$ cat src/sv/srcs_pkg.sv
// ---------------------------------------------------------------------------
// srcs_pkg
// Shared constants and types for the sensor reading convert and store block.
// ---------------------------------------------------------------------------
package srcs_pkg;

  localparam int unsigned SENSOR_TYPES     = 3;
  localparam int unsigned SENSORS_PER_TYPE = 3;
  localparam int unsigned STORE_DEPTH      = SENSOR_TYPES * SENSORS_PER_TYPE;
  localparam int unsigned SLOT_W           = $clog2(STORE_DEPTH);

  localparam logic [15:0] STALE_RESET = 16'd5000;

  // operation codes
  localparam logic [1:0] OP_RATIO  = 2'd0;
  localparam logic [1:0] OP_THERMO = 2'd1;
  localparam logic [1:0] OP_PT     = 2'd2;
  localparam logic [1:0] OP_READ   = 2'd3;

  localparam int unsigned DIV_W   = 16;
  localparam int unsigned HORN_W  = 40;
  localparam int unsigned HORN_N  = 8;

  // ceil(2^38 / 13107), exact floor division for products below 2^24
  localparam logic [24:0] SCALE_RECIP = 25'd20971841;

  // powers 7 down to 0, scaled by 32768^k, Q16
  localparam logic signed [HORN_W-1:0] HORNER_Q16 [HORN_N] = '{
    -40'sd22499837074,
     40'sd57682008702,
    -40'sd53012127049,
     40'sd18770416357,
      -40'sd376311017,
      -40'sd988266053,
     40'sd3275143053,
        -40'sd147457
  };

  typedef struct packed {
    logic             start;
    logic [2*DIV_W-1:0] num;
    logic [DIV_W-1:0] den;
  } div_req_t;

endpackage

$ cat src/sv/srcs_in_if.sv
// ---------------------------------------------------------------------------
// srcs_in_if
// Input item channel: operation, sensor id, sample, reference and tick.
// ---------------------------------------------------------------------------
interface srcs_in_if;
  logic        valid;
  logic        ready;
  logic [1:0]  opcode;
  logic [4:0]  sensor_id;
  logic [15:0] raw_sample;
  logic [15:0] reference_level;
  logic [31:0] now_ticks;

  modport source (output valid, opcode, sensor_id, raw_sample, reference_level, now_ticks,
                  input ready);
  modport sink   (input valid, opcode, sensor_id, raw_sample, reference_level, now_ticks,
                  output ready);
endinterface

$ cat src/sv/srcs_out_if.sv
// ---------------------------------------------------------------------------
// srcs_out_if
// Result channel: stored reading and freshness flag.
// ---------------------------------------------------------------------------
interface srcs_out_if;
  logic               valid;
  logic               ready;
  logic signed [31:0] reading;
  logic               fresh;

  modport source (output valid, reading, fresh, input ready);
  modport sink   (input valid, reading, fresh, output ready);
endinterface

$ cat src/sv/srcs_div.sv
// ---------------------------------------------------------------------------
// srcs_div
// Restoring divider, one quotient bit per cycle; needs num < den * 2^16.
// ---------------------------------------------------------------------------
module srcs_div
  import srcs_pkg::*;
(
  input  logic             clk_i,
  input  logic             rst_ni,
  input  div_req_t         req_i,
  output logic [DIV_W-1:0] quo_o,
  output logic             done_o
);

  logic [DIV_W-1:0] rem_q, rem_d;
  logic [DIV_W-1:0] sh_q, sh_d;
  logic [4:0]       cnt_q, cnt_d;
  logic             done_q, done_d;
  logic [DIV_W:0]   trial;
  logic             ge;

  always_comb begin
    trial  = {rem_q, sh_q[DIV_W-1]};
    ge     = trial >= {1'b0, req_i.den};
    rem_d  = rem_q;
    sh_d   = sh_q;
    cnt_d  = cnt_q;
    done_d = 1'b0;
    if (req_i.start) begin
      rem_d = req_i.num[2*DIV_W-1:DIV_W];
      sh_d  = req_i.num[DIV_W-1:0];
      cnt_d = 5'(DIV_W);
    end else if (cnt_q != 5'd0) begin
      rem_d  = ge ? DIV_W'(trial - {1'b0, req_i.den}) : trial[DIV_W-1:0];
      sh_d   = {sh_q[DIV_W-2:0], ge};
      cnt_d  = cnt_q - 5'd1;
      done_d = cnt_q == 5'd1;
    end
  end

  always_ff @(posedge clk_i or negedge rst_ni) begin
    if (!rst_ni) begin
      cnt_q  <= '0;
      done_q <= 1'b0;
    end else begin
      cnt_q  <= cnt_d;
      done_q <= done_d;
    end
  end

  always_ff @(posedge clk_i) begin
    rem_q <= rem_d;
    sh_q  <= sh_d;
  end

  assign quo_o  = sh_q;
  assign done_o = done_q;

endmodule

$ cat src/sv/sensor_reading_convert_store_core.sv
// ---------------------------------------------------------------------------
// sensor_reading_convert_store_core
// Converts sensor samples and keeps the latest value and tick per sensor.
// ---------------------------------------------------------------------------
// One item is worked at a time. A read goes through transfer, memory read,
// then freshness check and result load; a bad id skips the memory read, and
// a PT pressure write goes from transfer to the store write. A ratiometric
// write makes one pass through the bit-serial divider when the sample lies
// inside the window; the scale to 0..1000 is a reciprocal multiply. A
// thermocouple write runs seven Horner steps, each a low product, high
// product, sum and rounding through the split 40x16 multiplier, then final
// rounding and the store write. The store is a 9-entry memory with
// registered read and per-entry valid flags, so it reads as zero right after
// reset with no clearing pass. The next item is taken while a read result
// still waits; a later read holds in its freshness check until that result is taken.
module sensor_reading_convert_store_core
  import srcs_pkg::*;
(
  input  logic        clk_i,
  input  logic        rst_ni,
  input  logic        cfg_we_i,
  input  logic [15:0] cfg_wdata_i,
  srcs_in_if.sink     sample_i,
  srcs_out_if.source  result_o
);

  typedef enum logic [3:0] {
    S_IDLE, S_RD, S_RDCHK, S_RLIM, S_RCMP, S_RDIV1, S_RSCL,
    S_TLO, S_THI, S_TSUM, S_TRND, S_TFIN, S_WR
  } state_e;

  state_e state_q;
  logic [15:0] limit_q;

  logic [1:0]        op_q;
  logic [SLOT_W-1:0] slot_q;
  logic [15:0]       raw_q, ref_q, lo_q, hi_q, m_q;
  logic [31:0]       now_q, value_q;
  logic signed [HORN_W-1:0] y_q;
  logic [2:0]        k_q;
  logic signed [36:0] plo_q;
  logic signed [35:0] phi_q;
  logic signed [56:0] prod_q;

  logic [63:0] mem_q [STORE_DEPTH];
  logic [STORE_DEPTH-1:0] vld_q;
  logic [63:0] rd_q;
  logic        slot_ok_q;

  logic              out_valid_q, out_fresh_q;
  logic [31:0]       out_reading_q;

  // id decode
  logic [1:0]        id_type;
  logic [2:0]        id_sub;
  logic              id_ok;
  logic [SLOT_W-1:0] id_slot;
  always_comb begin
    id_type = sample_i.sensor_id[4:3];
    id_sub  = sample_i.sensor_id[2:0];
    id_ok   = (32'(id_type) < SENSOR_TYPES) && (32'(id_sub) < SENSORS_PER_TYPE);
    id_slot = SLOT_W'(32'(id_type) * SENSORS_PER_TYPE + 32'(id_sub));
  end

  assign sample_i.ready = state_q == S_IDLE;
  logic in_xfer;
  assign in_xfer = sample_i.valid && sample_i.ready;

  logic load_result;
  assign load_result = (state_q == S_RDCHK) && (!out_valid_q || result_o.ready);

  // divider
  div_req_t         div_req;
  logic [DIV_W-1:0] div_quo;
  logic             div_done;
  logic [15:0]      diff;
  always_comb begin
    diff          = raw_q - lo_q;
    div_req.start = 1'b0;
    div_req.num   = '0;
    div_req.den   = hi_q - lo_q;
    if (state_q == S_RCMP) begin
      div_req.start = (raw_q > lo_q) && (raw_q < hi_q);
      div_req.num   = {diff, 16'd0} - {16'd0, diff};
    end
  end

  srcs_div u_div (
    .clk_i  (clk_i),
    .rst_ni (rst_ni),
    .req_i  (div_req),
    .quo_o  (div_quo),
    .done_o (div_done)
  );

  // reference window, divide by ten through reciprocals
  logic [32:0] lo_prod;
  logic [19:0] ref9;
  logic [39:0] hi_prod;
  always_comb begin
    lo_prod = ref_q * 17'd52429;
    ref9    = {1'b0, ref_q, 3'd0} + {4'd0, ref_q};
    hi_prod = ref9 * 20'hCCCCD;
  end

  // m * 200 / 13107 through a reciprocal multiply
  logic [23:0] m200;
  logic [48:0] scl_prod;
  always_comb begin
    m200     = 24'({m_q, 7'd0}) + 24'({m_q, 6'd0}) + 24'({m_q, 3'd0});
    scl_prod = m200 * SCALE_RECIP;
  end

  // horner arithmetic
  logic signed [15:0] x_s;
  logic signed [56:0] radj;
  logic signed [HORN_W-1:0] yadj;
  assign x_s  = $signed(raw_q);
  assign radj = prod_q + 57'sd16384 - $signed({56'd0, prod_q[56]});
  assign yadj = y_q + 40'sd32768 - $signed({39'd0, y_q[HORN_W-1]});

  // pt pressure
  logic signed [17:0] pt_sum, pt_adj;
  assign pt_sum = 18'(x_s) + 18'sd16000;
  assign pt_adj = pt_sum + (pt_sum[17] ? 18'sd31 : 18'sd0);

  logic [31:0] age;
  assign age = now_q - rd_q[31:0];

  always_ff @(posedge clk_i or negedge rst_ni) begin
    if (!rst_ni) begin
      state_q     <= S_IDLE;
      limit_q     <= STALE_RESET;
      vld_q       <= '0;
      out_valid_q <= 1'b0;
    end else begin
      if (cfg_we_i) limit_q <= cfg_wdata_i;
      if (load_result) out_valid_q <= 1'b1;
      else if (result_o.ready) out_valid_q <= 1'b0;
      case (state_q)
        S_IDLE: begin
          if (in_xfer) begin
            op_q   <= sample_i.opcode;
            slot_q <= id_slot;
            raw_q  <= sample_i.raw_sample;
            ref_q  <= sample_i.reference_level;
            now_q  <= sample_i.now_ticks;
            y_q    <= HORNER_Q16[0];
            k_q    <= 3'd1;
            if (sample_i.opcode == OP_READ) begin
              state_q <= id_ok ? S_RD : S_RDCHK;
            end else if (!id_ok) begin
              state_q <= S_IDLE;
            end else begin
              case (sample_i.opcode)
                OP_RATIO:  state_q <= S_RLIM;
                OP_THERMO: state_q <= S_TLO;
                default:   state_q <= S_WR;
              endcase
            end
          end
        end
        S_RD: state_q <= S_RDCHK;
        S_RDCHK: begin
          if (load_result) begin
            if (op_q == OP_READ && slot_ok_q && age <= {16'd0, limit_q}) begin
              out_reading_q <= rd_q[63:32];
              out_fresh_q   <= 1'b1;
            end else begin
              out_reading_q <= 32'hFFFF_FFFF;
              out_fresh_q   <= 1'b0;
            end
            state_q <= S_IDLE;
          end
        end
        S_RLIM: begin
          lo_q    <= 16'(lo_prod[32:19]);
          hi_q    <= hi_prod[38:23];
          state_q <= S_RCMP;
        end
        S_RCMP: begin
          if (raw_q <= lo_q) begin
            m_q     <= 16'd0;
            state_q <= S_RSCL;
          end else if (raw_q >= hi_q) begin
            m_q     <= 16'hFFFF;
            state_q <= S_RSCL;
          end else begin
            state_q <= S_RDIV1;
          end
        end
        S_RDIV1: begin
          if (div_done) begin
            m_q     <= div_quo;
            state_q <= S_RSCL;
          end
        end
        S_RSCL: begin
          value_q <= {22'd0, scl_prod[47:38]};
          state_q <= S_WR;
        end
        S_TLO: begin
          plo_q   <= $signed({1'b0, y_q[19:0]}) * x_s;
          state_q <= S_THI;
        end
        S_THI: begin
          phi_q   <= $signed(y_q[39:20]) * x_s;
          state_q <= S_TSUM;
        end
        S_TSUM: begin
          prod_q  <= ($signed({{1{phi_q[35]}}, phi_q, 20'd0})) + 57'(plo_q);
          state_q <= S_TRND;
        end
        S_TRND: begin
          y_q     <= radj[54:15] + HORNER_Q16[k_q];
          k_q     <= k_q + 3'd1;
          state_q <= (k_q == 3'(HORN_N - 1)) ? S_TFIN : S_TLO;
        end
        S_TFIN: begin
          value_q <= {{8{yadj[HORN_W-1]}}, yadj[HORN_W-1:16]};
          state_q <= S_WR;
        end
        S_WR: begin
          vld_q[slot_q] <= 1'b1;
          state_q       <= S_IDLE;
        end
        default: state_q <= S_IDLE;
      endcase
    end
  end

  // id validity for the read in flight
  always_ff @(posedge clk_i) begin
    if (in_xfer) slot_ok_q <= id_ok;
  end

  // store memory, registered read
  logic [31:0] wr_value;
  assign wr_value = (op_q == OP_PT) ? {{19{pt_adj[17]}}, pt_adj[17:5]} : value_q;

  always_ff @(posedge clk_i) begin
    if (state_q == S_WR) mem_q[slot_q] <= {wr_value, now_q};
    rd_q <= vld_q[slot_q] ? mem_q[slot_q] : 64'd0;
  end

  assign result_o.valid   = out_valid_q;
  assign result_o.reading = out_reading_q;
  assign result_o.fresh   = out_fresh_q;

endmodule
$ cat src/flat_wrapper.sv
// flat-port wrapper written by rule: the top's interface ports become plain ports
module sensor_reading_convert_store_core_flat import srcs_pkg::*;
  (clk_i, rst_ni, cfg_we_i, cfg_wdata_i, sample_i_valid, sample_i_opcode, sample_i_sensor_id, sample_i_raw_sample, sample_i_reference_level, sample_i_now_ticks, sample_i_ready, result_o_valid, result_o_reading, result_o_fresh, result_o_ready);
  srcs_in_if sample_i_i ();
  srcs_out_if result_o_i ();
  input  logic clk_i;
  input  logic rst_ni;
  input  logic cfg_we_i;
  input  logic [15:0] cfg_wdata_i;
  input wire logic [$bits(sample_i_i.valid)-1:0] sample_i_valid;
  input wire logic [$bits(sample_i_i.opcode)-1:0] sample_i_opcode;
  input wire logic [$bits(sample_i_i.sensor_id)-1:0] sample_i_sensor_id;
  input wire logic [$bits(sample_i_i.raw_sample)-1:0] sample_i_raw_sample;
  input wire logic [$bits(sample_i_i.reference_level)-1:0] sample_i_reference_level;
  input wire logic [$bits(sample_i_i.now_ticks)-1:0] sample_i_now_ticks;
  output wire logic [$bits(sample_i_i.ready)-1:0] sample_i_ready;
  output wire logic [$bits(result_o_i.valid)-1:0] result_o_valid;
  output wire logic [$bits(result_o_i.reading)-1:0] result_o_reading;
  output wire logic [$bits(result_o_i.fresh)-1:0] result_o_fresh;
  input wire logic [$bits(result_o_i.ready)-1:0] result_o_ready;
  assign sample_i_i.valid = sample_i_valid;
  assign sample_i_i.opcode = sample_i_opcode;
  assign sample_i_i.sensor_id = sample_i_sensor_id;
  assign sample_i_i.raw_sample = sample_i_raw_sample;
  assign sample_i_i.reference_level = sample_i_reference_level;
  assign sample_i_i.now_ticks = sample_i_now_ticks;
  assign sample_i_ready = sample_i_i.ready;
  assign result_o_valid = result_o_i.valid;
  assign result_o_reading = result_o_i.reading;
  assign result_o_fresh = result_o_i.fresh;
  assign result_o_i.ready = result_o_ready;
  sensor_reading_convert_store_core u_core (.clk_i(clk_i), .rst_ni(rst_ni), .cfg_we_i(cfg_we_i), .cfg_wdata_i(cfg_wdata_i), .sample_i(sample_i_i), .result_o(result_o_i));
endmodule
$ cat config.mk
export PLATFORM = sky130hd
export DESIGN_NAME = sensor_reading_convert_store_core_flat
export DESIGN_NICKNAME = d
export VERILOG_FILES = /design/src/sv/srcs_pkg.sv /design/src/sv/srcs_in_if.sv /design/src/sv/srcs_out_if.sv /design/src/sv/srcs_div.sv /design/src/sv/sensor_reading_convert_store_core.sv /design/src/flat_wrapper.sv
export SDC_FILE = /design/constraint.sdc
export NUM_CORES = 2
export LEC_CHECK = 0
export BUFFER_PORTS_ARGS = -buffer_cell sky130_fd_sc_hd__buf_2
export CAP_MARGIN = 20
export CORE_UTILIZATION = 47
export DETAILED_ROUTE_END_ITERATION = 8
export SETUP_SLACK_MARGIN = 0.3
export SLEW_MARGIN = 20
export SYNTH_ARGS = -nofsm -noshare
export SYNTH_HDL_FRONTEND = slang
export SYNTH_SLANG_ARGS = --single-unit
$ cat constraint.sdc
create_clock -name clk_i -period 11.1 [get_ports clk_i]
set_clock_uncertainty 0.05 [all_clocks]
set_input_delay 2.22 -clock clk_i [delete_from_list [all_inputs] [get_ports clk_i]]
set_output_delay 2.22 -clock clk_i [all_outputs]
set_load 0.005 [all_outputs]
# After elaboration in Yosys (flattened, before gate mapping)
# Memory sizes are Yosys's and may differ from the RTL's. A register that Yosys moved wholly into a read port is not among the register bits.
# Cells that the tools add are included.
# Widths: inputs -> output; s select.
# op_classes
muxes	43
add_sub_neg	19
n_reduce_logical	29
magnitude_cmp	11
eq_ne	22
bitwise_logic	2
multipliers	6
# op_table
operator	count
$mux 16	8
$mux 40	3
$pmux 40 s2	1
$pmux 32 s2	1
$add 56x37->57	1
$add 55x16->55 const B	1
$sub 55x2->55	1
$mul 24x25->48 const B	1
$pmux 4 s11	1
$add 40x17->40 const B	1
$add 40x40->40	1
$sub 40x2->40	1
$mul 20x20->39 const B	1
$mul 21x16->37	1
$mul 20x16->36	1
$mux 33	1
$le 32x16->1	1
$mul 16x16->32 const B	1
$mux 32	1
$pmux 16 s2	1
$sub 16x13->16	2
$sub 32x16->32	1
$sub 32x32->32	1
$mux 4	7
52 further kinds	92
# word_totals
ram_bits	576
mem_count	2
ff_bits	422
word_cells	159
input_bits	92
mem_bits_ro	320
# memory_table
name	words	word_bits	rd	rd_ports_with_merged_regs	wr	line_no	rtl
u_core.mem_q	9	64	1	1	1	sensor_reading_convert_store_core.sv:45	logic [63:0] mem_q [STORE_DEPTH];
(no name shown)	8	40	1	0	0	sensor_reading_convert_store_core.sv:215	y_q <= radj[54:15] + HORNER_Q16[k_q];

# Logic depth before layout (Yosys ltp)
# depth
ltp_word	6
depth_mapped	38
ltp_nobuf	38

# Hierarchy
# Synthesis repeated with hierarchy kept, for this count alone.
# hier_totals
cells_unflattened	7980
area_unflattened_um2	86681.9
# modules_own_cells
mod	cells_per_inst	area_per_inst_um2	instances
sensor_reading_convert_store_core	7716	83875.4	1
srcs_div	264	2806.4	1

# Worst setup path before layout
# Ideal clock, no wire load.
# synth_path
path_type	register to register
from	register u_core.ref_q[0]
to	register u_core.hi_q[15], data pin
arrival_ns	8.453
stages_incl_launch_ff	36
setup_ns	0.260
synth_period_minus_slack_ns	8.762
setup_slack_ns	2.338
path_cell_list	edfxtp_1 -> ha_1 -> fa_1 -> a21o_1 -> a21oi_1 -> o21bai_1 -> a21oi_1 -> o21bai_1 -> a21oi_1 -> o21bai_1 -> a21oi_1 -> o21bai_1 -> a21oi_1 -> nor4b_1 -> a311o_1 -> ha_1 -> fa_1 -> ha_1 -> inv_1 -> fa_1 -> inv_1 -> fa_1 -> fa_1 -> fa_1 -> ha_1 -> nand4_1 -> nor2_1 -> nand2_1 -> nor4_1 -> nor2_1 -> o21ai_0 -> a211oi_1 -> nor3_1 -> a211o_1 -> a21oi_1 -> xnor2_1
# synth_between
elab_chain_cells	2
# synth_rtl
item	line_no	rtl
from (decl)	sensor_reading_convert_store_core.sv:37	logic [15:0] raw_q, ref_q, lo_q, hi_q, m_q;
from (signal assigned)	sensor_reading_convert_store_core.sv:146	ref_q <= sample_i.reference_level;
$add 19x16->20	sensor_reading_convert_store_core.sv:102	ref9 = {1'b0, ref_q, 3'd0} + {4'd0, ref_q};
$mul 20x20->39	sensor_reading_convert_store_core.sv:103	hi_prod = ref9 * 20'hCCCCD;
via u_core.hi_prod[38]	sensor_reading_convert_store_core.sv:99	logic [39:0] hi_prod;
to (signal assigned)	sensor_reading_convert_store_core.sv:178	hi_q <= hi_prod[38:23];
to (decl)	sensor_reading_convert_store_core.sv:37	
# The timed path passes the listed nets, and every way through them passes these cells.
# A chain may end at the register's enable or synchronous reset.

# Worst setup path in the final report
# Same ends and word-level chain as after synthesis.

==> flow_metrics.env <==
export IMPL_clkSinkCount=965
export IMPL_dpl_cell_area_um2=89200
export IMPL_layout_setup_ws_ns=1.07
export IMPL_antenna_found_initial=8
export IMPL_clk_pin_slew_ns=0.07
export IMPL_firstDrtPassIters=5
export IMPL_arrival_ns=10.49
export IMPL_vdd_drop_max_mv=0.156
export IMPL_synth_edf_count=873
export IMPL_synth_seq_cells=965
export IMPL_drc=0
export IMPL_synth_nets=9793
export IMPL_timing_slew_headroom=0.261
export IMPL_max_stage_delay_ns=0.61
export IMPL_crit_end="u_core.hi_q[15]"
export IMPL_dieWidth_um=429
export IMPL_drv_cap=0
export IMPL_core_region_area_um2=181000
export IMPL_htreeDepth=3
export IMPL_drive_gt1_frac=0.0728
export IMPL_synth_area_um2=85700
export IMPL_status="finished, final reports clean"
export IMPL_tightestPinTransition_ns=1.11
export IMPL_chipHeight_um=429
export IMPL_synth_async_reset_ratio=0.0373
export IMPL_yosysSeqAreaShare=0.330
export IMPL_max_clock_path_buffers=3
export IMPL_syn_inst=7850
export IMPL_final_common_cell="inv_1"
export IMPL_cts_root_buf="clkbuf_16"
export IMPL_cts_tree="built"
export IMPL_initial_core_util=0.474
export IMPL_worstRegToRegCells=35
export IMPL_hold_class="reg -> reg"
export IMPL_crit_path_start="u_core.ref_q[0]"
export IMPL_wl_mm=219
export IMPL_stdcell_area_um2=92900
export IMPL_grt_max_degree=118
export IMPL_fin_nets=9881
export IMPL_critPathKind="reg -> reg"
export IMPL_port_buffers=126
export IMPL_final_cell_mix="inv_1 (1349), ha_1 (1018), edfxtp_1 (873)"
export IMPL_rrSetupSlack_ns=1.07
export IMPL_setup_tns_final_ns=0
export IMPL_row_count=156
export IMPL_period_minus_slack_ns=10.03
export IMPL_postLayoutCoreUtil=0.513
export IMPL_max_freq_mhz=99.7
export IMPL_fin_crit_sh=0.904
export IMPL_powerDensity_nw_per_um2=82.1
export IMPL_grt_pass1_vias=59300
export IMPL_synthFlopType="edfxtp_1"
export IMPL_cts_buffers_inserted=107
export IMPL_place_gp_congestion=0.891
export IMPL_post_dp_hpwl_mm=163
export IMPL_startpoint_type="flop"
export IMPL_synth_distinct_cells=94
export IMPL_die_area_um2=184000
export IMPL_grt_pass1_wl_mm=341
export IMPL_yosys_warnings=0
export IMPL_holdWs_ns=0.348
export IMPL_timing_rr_start="u_core.ref_q[0]"
export IMPL_avgSynthCellArea_um2=10.9
export IMPL_viasPerCell=5.51
export IMPL_required_ns=11.57
export IMPL_critPathMaxFanout=11
export IMPL_timing_rr_end="u_core.hi_q[15]"
export IMPL_drtIter0Drc=4042
export IMPL_pin_count=127
export IMPL_grt_use_total=0.240
export IMPL_slew_viol_final=0
export IMPL_vias=57300
export IMPL_post_cts_buffers=0
export IMPL_finalHoldViolCount=0
export IMPL_clk_latency_ns=0.77
export IMPL_cts_resized=0
export IMPL_crit_path_end_kind="flop"
export IMPL_gr_total_overflow=0
export IMPL_rsz0062_at_grt="false"
export IMPL_wl_per_cell_um=21.0
export IMPL_antenna_left=0
export IMPL_area_growth_pct=8.38
export IMPL_place_worst_setup_slack_ns=1.10
export IMPL_nFillCells=16000
export IMPL_power_leakage_nw=41.6
export IMPL_hold_buffers=0
export IMPL_cp_slowest_cell="edfxtp_1"
export IMPL_setup_viol=0
## synthesized netlist by cell type, types with 109 or more instances
| library cell | number | area share |
|---|---|---|
| nand2_1 | 690 | 0.030 |
| fa_1 | 833 | 0.19 |
| mux4_2 | 114 | 0.030 |
| o21ai_0 | 190 | 0.011 |
| edfxtp_1 | 873 | 0.31 |
| inv_1 | 1349 | 0.059 |
| xor2_1 | 109 | 0.011 |
| nor2_1 | 414 | 0.018 |
| a21o_1 | 176 | 0.015 |
| ha_1 | 1018 | 0.15 |
| a21oi_1 | 341 | 0.020 |
| xnor2_1 | 237 | 0.024 |
| clkbuf_1 | 192 | 0.0084 |
| and2_1 | 214 | 0.016 |
## worst min path at each step
stage                         to              from  cells past startpoint
5_1_grt        u_core.prod_q[15]  u_core.plo_q[15]                      0
4_1_cts        u_core.prod_q[17]  u_core.plo_q[17]                      0
3_5_place_dp    u_core.prod_q[5]   u_core.plo_q[5]                      0
6_report       u_core.prod_q[17]  u_core.plo_q[17]                      0
2_1_floorplan   u_core.prod_q[0]   u_core.plo_q[0]                      0
3_3_place_gp    u_core.prod_q[2]   u_core.plo_q[2]                      0
## layer usage
metal | GRT usage | up-vias | share of wire | routed length, um
met5 | 0 | - | 0 | 0
met4 | 0.0604 | 0 | 0.026 | 5610
met3 | 0.0343 | 285 | 0.054 | 11700
met2 | 0.394 | 1369 | 0.47 | 104000
met1 | 0.334 | 29000 | 0.45 | 98100
li1 | - | 26600 | - | -
## report_power, final
part	total, mW	switching, mW	internal, mW	leakage (nW)
Sequential	3.92	0.00152	3.91	8.62
Combinational	0.0510	0.0286	0.0224	31.2
Clock	3.66	1.58	2.08	1.73
## per-stage QoR
| stage | power, mW | instances |
|---|---|---|
| 2_1_floorplan | 4.01 | 7850 |
| 3_3_place_gp | 4.04 | 10200 |
| 3_5_place_dp | 4.04 | 10200 |
| 4_1_cts | 7.72 | 10400 |
| 5_1_grt | 7.85 | 10400 |
| 6_report | 7.63 | 10400 |
## layout make-up
type | instances | area (um2) | share of cell area
flip-flops and latches | 965 | 28200 | 0.304
repair buffers | 222 | 1420 | 0.0153
well taps | 2370 | 2970 | 0.0319
diodes | 4 | 10.0 | 0.000108
multi-input cells | 5290 | 51500 | 0.555
clock inverters | 63 | 795 | 0.00855
clock buffers | 140 | 2830 | 0.0305
inverters | 1352 | 5070 | 0.0546
## critical path: cells and delay by family, from the launching register on
family / cells / cell delay, ns
fa+ha+maj: 10 / 4.32
flops: 1 / 0.61
buf+inv: 2 / 0.38
xor+xnor: 2 / 0.53
compound gates: 18 / 3.44
simple gates: 3 / 0.43
## kinds of logic after synthesis
family / count (synthesis) / share of synthesized area
AOI/OAI and AO/OA: 1117 / 0.0848
DFF: 965 / 0.330
xor gates and xnor gates: 347 / 0.0355
adders and majority gates: 1851 / 0.343
muxes: 190 / 0.0389
and+or+nand+nor: 1785 / 0.0974
buffers and inverters: 1595 / 0.0706
## state kept, by name (all words and copies together), names as in the netlist, 24 cells and up
signal / flops
u_core.plo_q: 37
u_core.rd_q: 56
u_core.now_q: 32
u_core.mem_q: 504
u_core.phi_q: 36
u_core.value_q: 24
u_core.prod_q: 56
u_core.result_o.reading: 24
u_core.y_q: 40
(Power assumes the default switching activity.)
